**src/otl_pkg.sv**
```systemverilog
// Shared types, field widths and codes for the overwriting trace log.
package otl_pkg;

	// Field widths
	localparam int CAP_W = 11;
	localparam int OFF_W = 10;
	localparam int SEQ_W = 64;
	localparam int PL_W  = 64;
	localparam int TS_W  = 64;
	localparam int WID_W = 8;

	// Defaults
	localparam int DEPTH_DEFAULT = 1024;
	localparam int CAP_RESET     = 1024;
	localparam int CAP_LIMIT     = 2047;

	// Request and status codes
	localparam logic REQ_APPEND = 1'b0;
	localparam logic REQ_READ   = 1'b1;
	localparam logic ST_OK      = 1'b0;
	localparam logic ST_RANGE   = 1'b1;

	// Input transaction
	typedef struct packed {
		logic             req_type;
		logic [PL_W-1:0]  entry_payload;
		logic [WID_W-1:0] writer_id;
		logic [TS_W-1:0]  time_stamp;
		logic [OFF_W-1:0] read_offset;
	} otl_req_t;

	// Result transaction
	typedef struct packed {
		logic             status;
		logic [SEQ_W-1:0] out_seq;
		logic [WID_W-1:0] out_writer;
		logic [TS_W-1:0]  out_time;
		logic [PL_W-1:0]  out_payload;
		logic [CAP_W-1:0] entry_count;
	} otl_rsp_t;

	// One stored log entry
	typedef struct packed {
		logic [SEQ_W-1:0] seq;
		logic [WID_W-1:0] writer;
		logic [TS_W-1:0]  stamp;
		logic [PL_W-1:0]  payload;
	} otl_entry_t;

	// Memory port strobes
	typedef struct packed {
		logic wr_en;
		logic rd_en;
	} otl_mem_ctl_t;

	// Request summary held while the memory read completes
	typedef struct packed {
		logic             read_hit;
		logic             status;
		logic [SEQ_W-1:0] seq;
		logic [CAP_W-1:0] count;
	} otl_info_t;

endpackage

```
**src/otl_ctrl.sv**
```systemverilog
// Pointer, count and sequence state; memory address and strobe generation.
module otl_ctrl #(
	parameter int DEPTH = otl_pkg::DEPTH_DEFAULT
) (
	input  logic                         clk,
	input  logic                         arst_n,
	input  logic                         cfg_fire,
	input  logic [otl_pkg::CAP_W-1:0]    cfg_data,
	input  logic                         in_fire,
	input  otl_pkg::otl_req_t            req,
	output otl_pkg::otl_mem_ctl_t        mem_ctl,
	output logic [$clog2(DEPTH)-1:0]     mem_addr,
	output otl_pkg::otl_entry_t          mem_wdata,
	output otl_pkg::otl_info_t           info_s1
);

	localparam int PTR_W = $clog2(DEPTH);
	localparam int AW = ((PTR_W > otl_pkg::CAP_W) ? PTR_W : otl_pkg::CAP_W) + 1;
	localparam int CAP_MAX = (DEPTH < otl_pkg::CAP_LIMIT) ? DEPTH : otl_pkg::CAP_LIMIT;
	localparam int CAP_RST = (otl_pkg::CAP_RESET < DEPTH) ? otl_pkg::CAP_RESET : DEPTH;
	localparam logic [otl_pkg::CAP_W-1:0] CAP_MAX_V = otl_pkg::CAP_W'(CAP_MAX);
	localparam logic [otl_pkg::CAP_W-1:0] CAP_RST_V = otl_pkg::CAP_W'(CAP_RST);

	logic [PTR_W-1:0]          head_q;
	logic [PTR_W-1:0]          oldest_q;
	logic [otl_pkg::CAP_W-1:0] count_q;
	logic [otl_pkg::CAP_W-1:0] cap_q;
	logic [otl_pkg::SEQ_W-1:0] seq_q;

	logic [otl_pkg::CAP_W-1:0] cap_new;
	logic [PTR_W-1:0]          head_inc;
	logic [PTR_W-1:0]          oldest_inc;
	logic [AW-1:0]             head_ext;
	logic [AW-1:0]             oldest_ext;
	logic [AW-1:0]             idx_sum;
	logic [AW-1:0]             idx_wrap;
	logic                      is_read;
	logic                      read_hit;
	logic                      not_full;

	// Capacity clamp: zero means one, above the smaller of the memory depth and 2047 means that bound
	always_comb begin
		if (cfg_data == '0) begin
			cap_new = otl_pkg::CAP_W'(1);
		end else if (cfg_data > CAP_MAX_V) begin
			cap_new = CAP_MAX_V;
		end else begin
			cap_new = cfg_data;
		end
	end

	// Pointer increments wrapping at the capacity
	always_comb begin
		head_ext   = AW'(head_q) + AW'(1);
		oldest_ext = AW'(oldest_q) + AW'(1);
		head_inc   = (head_ext >= AW'(cap_q)) ? '0 : head_ext[PTR_W-1:0];
		oldest_inc = (oldest_ext >= AW'(cap_q)) ? '0 : oldest_ext[PTR_W-1:0];
	end

	// Read index: oldest plus offset, modulo capacity
	always_comb begin
		is_read  = (req.req_type == otl_pkg::REQ_READ);
		read_hit = (otl_pkg::CAP_W'(req.read_offset) < count_q);
		idx_sum  = AW'(oldest_q) + AW'(req.read_offset);
		idx_wrap = (idx_sum >= AW'(cap_q)) ? (idx_sum - AW'(cap_q)) : idx_sum;
		not_full = (count_q < cap_q);
	end

	// Memory port
	always_comb begin
		mem_ctl.wr_en     = in_fire && !is_read;
		mem_ctl.rd_en     = in_fire && is_read && read_hit;
		mem_addr          = is_read ? idx_wrap[PTR_W-1:0] : head_q;
		mem_wdata.seq     = seq_q;
		mem_wdata.writer  = req.writer_id;
		mem_wdata.stamp   = req.time_stamp;
		mem_wdata.payload = req.entry_payload;
	end

	// Log state
	always_ff @(posedge clk or negedge arst_n) begin
		if (!arst_n) begin
			head_q   <= '0;
			oldest_q <= '0;
			count_q  <= '0;
			cap_q    <= CAP_RST_V;
			seq_q    <= '0;
		end else if (cfg_fire) begin
			head_q   <= '0;
			oldest_q <= '0;
			count_q  <= '0;
			cap_q    <= cap_new;
		end else if (in_fire && !is_read) begin
			head_q <= head_inc;
			seq_q  <= seq_q + otl_pkg::SEQ_W'(1);
			if (not_full) begin
				count_q <= count_q + otl_pkg::CAP_W'(1);
			end else begin
				oldest_q <= oldest_inc;
			end
		end
	end

	// Request summary, lined up with the memory read data
	always_ff @(posedge clk) begin
		if (in_fire) begin
			info_s1.read_hit <= is_read && read_hit;
			info_s1.status   <= (is_read && !read_hit) ? otl_pkg::ST_RANGE : otl_pkg::ST_OK;
			info_s1.seq      <= is_read ? '0 : seq_q;
			if (!is_read && not_full) begin
				info_s1.count <= count_q + otl_pkg::CAP_W'(1);
			end else begin
				info_s1.count <= count_q;
			end
		end
	end

endmodule

```
**config.mk**
```make
export PLATFORM = sky130hd
export DESIGN_NAME = otl_ctrl
export DESIGN_NICKNAME = d
export VERILOG_FILES = /design/src/otl_pkg.sv /design/src/otl_ctrl.sv
export SDC_FILE = /design/constraint.sdc
export NUM_CORES = 1
export LEC_CHECK = 0
export BUFFER_PORTS_ARGS = -buffer_cell sky130_fd_sc_hd__buf_2
export CELL_PAD_IN_SITES_DETAIL_PLACEMENT = 1
export CELL_PAD_IN_SITES_GLOBAL_PLACEMENT = 1
export CORE_AREA = 2 2 177 179
export DETAILED_ROUTE_END_ITERATION = 12
export DIE_AREA = 0 0 179 181
export PLACE_DENSITY = 0.83
export RECOVER_POWER = 25
export SLEW_MARGIN = 20
export SYNTH_ARGS = -nofsm -noshare
export SYNTH_HDL_FRONTEND = slang
export SYNTH_SLANG_ARGS = --single-unit
export TNS_END_PERCENT = 30
```
**constraint.sdc**
```tcl
create_clock -name clk -period 12.32 [get_ports clk]
set_clock_uncertainty 0.1 [all_clocks]
set_input_delay 2.464 -clock clk [delete_from_list [all_inputs] [get_ports clk]]
set_output_delay 2.464 -clock clk [all_outputs]
set_load 0.02 [all_outputs]
```
# After elaboration in Yosys (flattened, before gate mapping)
# Cells that the tools add are included.
dict set report classes {
  n_mux 16
  bitwise_logic 1
  magnitude_cmp 6
  eq_ne 1
  n_reduce_logical 14
  n_addsub 6
}
# cell count
set op_table {}
lappend op_table {{10-bit two-way mux} 9}
lappend op_table {{11-bit two-way mux} 6}
lappend op_table {{64-bit by 1-bit adder with 64-bit output, second input constant} 1}
lappend op_table {{11-bit greater-or-equal comparator} 3}
lappend op_table {{10-bit by 1-bit adder with 11-bit output, second input constant} 2}
lappend op_table {{10-bit by 10-bit adder with 11-bit output} 1}
lappend op_table {{11-bit by 1-bit adder with 11-bit output, second input constant} 1}
lappend op_table {{11-bit greater-than comparator, second input constant} 1}
lappend op_table {{11-bit logical NOT} 1}
lappend op_table {{10-bit by 11-bit less-than comparator with 1-bit output} 1}
lappend op_table {{11-bit less-than comparator} 1}
lappend op_table {{10-bit subtractor} 1}
lappend op_table {{1-bit logical AND} 6}
lappend op_table {{2-bit AND reduction} 3}
lappend op_table {{2-bit nonzero test} 2}
lappend op_table {{1-bit logical NOT} 2}
lappend op_table {{2-bit inequality test, second input constant} 1}
lappend op_table {{1-bit two-way mux} 1}
lappend op_table {{1-bit NOT} 1}
dict set report word_totals {
  word_cells 53
  input_bits 162
  regBits 183
  out_inout_bits 289
}

# Longest topological paths before layout
dict set report depth {
  depth_word 6
  ltp_mapped 16
  depth_no_buf 15
}

# Least setup slack after synthesis
# Ideal clock, no wire load.
dict set report synth_path {
  kind {input to output}
  startpoint {input req[0] (netlist bit)}
  endpoint {output mem_addr[2]}
  t_arrival_ps 5811
  t_required_ps 9756
  n_path_buf 1
  slack_ps 3945
  stages 16
  cell_sequence {ha_1 -> inv_1 -> fa_1 -> nor2b_1 -> o2111a_1 -> o41a_1 -> or3_1 -> and2_1 -> ha_1 -> a21oi_1 -> nand2b_1 -> a21oi_1 -> a21o_1 -> clkbuf_1 -> a21oi_1 -> o31ai_1}
}
dict set report synth_via {
  elab_chain_cells 4
  elab_cells_between_ends 5
  cone_classes {2 x add/sub; 1 x order compare; 2 x mux}
}
# element line
set synth_lines {}
lappend synth_lines {{start, declared} otl_ctrl.sv:10} ;# input otl_pkg::otl_req_t req,
lappend synth_lines {{10-bit by 10-bit adder with 11-bit output (*)} otl_ctrl.sv:64} ;# idx_sum = AW'(oldest_q) + AW'(req.read_offset);
lappend synth_lines {{10-bit subtractor or 11-bit greater-or-equal comparator (tied branches)} otl_ctrl.sv:65} ;# idx_wrap = (idx_sum >= AW'(cap_q)) ? (idx_sum - AW'(cap_q)) : idx_sum;
lappend synth_lines {{10-bit two-way mux (*)} otl_ctrl.sv:65}
lappend synth_lines {{10-bit two-way mux (*)} otl_ctrl.sv:73} ;# mem_addr = is_read ? idx_wrap[PTR_W-1:0] : head_q;
lappend synth_lines {{end, declared} otl_ctrl.sv:12} ;# output logic [$clog2(DEPTH)-1:0] mem_addr,
# Every way passes the cells marked *; elsewhere a longest branch is shown, timed or not.

# Final worst setup path
dict set report layout_path {
  startpoint {input req[146] (netlist bit)}
  endpoint {output mem_addr[2]}
}
dict set report layout_via {
  elab_chain_cells 1
}
# element line
set layout_lines {}
lappend layout_lines {{10-bit two-way mux} otl_ctrl.sv:73}
# No other way between the ends.

==> out/qor.yml <==
setup_viol: 0
die_w_microns: 179
cts_resized: 0
synth_edf_count: 77
relSlewSlack: -1.89
hold_path.class: "flop to flop"
powerDensity_nw_per_um2: 122
synth_ff_type: "dfrtp_1"
synthAdderAreaFrac: 0.0784
regArea_sq_um: 4970
drv_cap: 4
ant_nets: 0
postSynthCellCount: 1075
multiInputGateArea_sq_um: 4760
synth-simple-area-share: 0.172
hold_viol_final: 0
cts_buffer_depth: 2
endpoint: "mem_addr[2]"
synth_fp_nets: 1305
synth_warnings: 0
max_freq_mhz: 99.6
synth_top_family_by_area: "simple AND/OR/NAND/NOR gates"
p_sw_frac: 0.289
synth_cell_types: 61
critical_path_class: "input pin to output pin"
reg2regPathDepth: 8
pwr-share-seq: 0.472
wl_microns: 33600
fin_hold_ws_ps: 397
fin_crit_sh: 0.815
syn-cell-area_sq_um: 11000
h-tree-depth: 4
grt_use_total: 0.208
die_area_sq_um: 32400
start_kind: "input pin"
r2r_slack_ps: 8820
cts-root-buf: "clkbuf_16"
required_ps: 9760
vias_per_cell: 5.35
period_minus_slack_ps: 10040
vdd_drop_max_uv: 94.1
clk_latency_ps: 440
crit_start: "req[146]"
dp_hpwl_microns: 25600
async_flop_share: 0.579
synth_compound_area_frac: 0.0914
worstMarginPinSlew_ps: 4330
clkPwrFrac: 0.382
r2r-start: "cap_q[8]$_DFFE_PN0P_"
die_h_microns: 181
internal_power_mw: 1.04
num_antenna_cells: 0
final_nets: 1344
status: "finished with violations"
finalSetupTns_ps: 0
cts_post_setup_buffers_inserted: 0
area_growth_pct: 7.73
row_count: 64
cts-buffers-inserted: 17
drv_slew: 244
grt_pass1_wl_microns: 50900
endpoint_kind: "output pin"
path_clk_slew_ps: 70
cp_max_fo: 94
vias: 8155
total_power_mw: 1.46
syn_avg_cell_area_sq_um: 10.3
p_leak_nw: 5.41
ys_ff_latch: 183
cts_tree: "yes"
dr.first_iter.drc_count: 517
drt-wirelength-per-cell_microns: 22.0
arrival_ps: 7480
gp_congestion: 0.882
io_pins: 451
clock-sinks: 183
grt.overflow.total: 0
muxShareOfSynthArea: 0.00487
drt_first_pass_iters: 5
grt_pass1_vias: 8444
start_util: 0.364
route.detailed.drc: 0
seq_area_frac_synth: 0.450
violations: "capacitance limit, slew limit"
rsz0062_at_grt: "false"
r2r-end: "info_s1[1]$_DFFE_PP_"
port_buffers: 178
num-fill-cells: 3470
antenna_found_initial: 0
hold_buffers: 0
core_sq_um: 30300
drive_gt1_frac: 0.201
power.switching_mw: 0.421
power_frac_comb: 0.146
grt_max_degree: 95
synth_xor_area_frac: 0.0841
per-layer routing:
metal / vias up / GRT usage / wire length, microns
met5: - / 0 / 0
met4: 0 / 0.0917 / 1350
met3: 94 / 0.0513 / 2340
met2: 344 / 0.360 / 16600
met1: 4026 / 0.242 / 13300
li1: 3691 / - / -
power by group through the flow:
stage | combinational [mW] | clock [mW] | sequential (mW)
6_report | 0.213 | 0.556 | 0.687
5_1_grt | 0.232 | 0.592 | 0.691
4_1_cts | 0.215 | 0.570 | 0.686
3_5_place_dp | 0.213 | 0 | 0.699
3_3_place_gp | 0.208 | 0 | 0.697
2_1_floorplan | 0.163 | 0 | 0.721
placed cells by master (no fill, tap or decap), drive strengths merged, types with 7 or more instances in the layout:
| cell | netlist | routed |
|---|---|---|
| xor2 | 38 | 38 |
| nand2 | 55 | 55 |
| a21o | 17 | 17 |
| a21oi | 33 | 33 |
| o211ai | 9 | 9 |
| a31oi | 9 | 9 |
| edfxtp | 77 | 77 |
| clkbuf | 20 | 25 |
| xnor2 | 68 | 68 |
| ha | 66 | 66 |
| dfrtp | 105 | 105 |
| nand2b | 8 | 8 |
| nor2 | 71 | 71 |
| nor2b | 69 | 69 |
| o21ai | 35 | 35 |
| buf | 141 | 176 |
| nor4 | 10 | 10 |
| and3 | 18 | 18 |
| and2 | 7 | 7 |
| nand3 | 43 | 43 |
| o2111ai | 12 | 12 |
| nand4 | 26 | 26 |
| nor3 | 15 | 15 |
| or2 | 9 | 9 |
| inv | 49 | 53 |
per-stage QoR:
stage                      util  area, sq um  std cells  worst slack [ps]
after floorplan               -        11000       1075              3940
after global placement    0.373        11300       1491              3610
after detailed placement  0.373        11300       1491              3500
after CTS                 0.392        11900       1523              3500
after global routing      0.392        11900       1523              1620
final                     0.392        11900       1523              2280
sequential cells by signal (all words and copies together), names as in the netlist:
register  count
oldest_q     10
head_q       10
count_q      11
seq_q        64
info_s1      77
cap_q        11
synth_stat cells (9+ instances only):
master     instances  area (sq um)
buf_4            136          1020
dfrtp_1          105          2630
edfxtp_1          77          2310
nor2_1            70           263
nor2b_1           69           432
xnor2_1           68           596
ha_1              66           826
nand2_1           55           206
inv_1             49           184
nand3_1           43           215
xor2_1            38           333
o21ai_0           35           175
a21oi_1           33           165
nand4_1           25           156
clkbuf_1          20          75.1
and3_1            18           113
a21o_1            17           128
o2111ai_1         12           105
nor3_1            11          55.1
a31oi_1            9          56.3
o211ai_1           9          67.6
layout make-up:
cell class / count / area share
multi-input cells: 682 / 0.400
clock buffers: 20 / 0.0367
well taps: 396 / 0.0417
flip-flops and latches: 183 / 0.418
clock inverters: 12 / 0.0124
inverters: 49 / 0.0155
repair buffers: 181 / 0.0761
critical path: stages:
cell,delay [ps]
clkbuf_1,2970
inv_1,1260
nand2_1,420
o31ai_1,120
buf_2,190
worst min-delay path by stage:
stage | start | endpoint | slack (ps) | depth (start not counted)
3_5_place_dp | seq_q[63]$_DFFE_PN0P_ | seq_q[63]$_DFFE_PN0P_ | 390 | 1
5_1_grt | seq_q[63]$_DFFE_PN0P_ | seq_q[63]$_DFFE_PN0P_ | 430 | 1
3_3_place_gp | seq_q[63]$_DFFE_PN0P_ | seq_q[63]$_DFFE_PN0P_ | 380 | 1
2_1_floorplan | head_q[6]$_DFFE_PN0P_ | head_q[6]$_DFFE_PN0P_ | 410 | 1
6_report | seq_q[63]$_DFFE_PN0P_ | seq_q[63]$_DFFE_PN0P_ | 400 | 1
4_1_cts | seq_q[63]$_DFFE_PN0P_ | seq_q[63]$_DFFE_PN0P_ | 410 | 1
logic make-up (layout without fill, tap and decap cells):
group                      Yosys count  after routing
AOI/OAI and AO/OA                  153            153
xor gates and xnor gates           106            106
adders and majority gates           68             68
buffers and inverters              210            262
DFF                                183            183
muxes                                5              5
and+or+nand+nor                    350            350
Note: power is estimated with default switching activity, not from simulation.
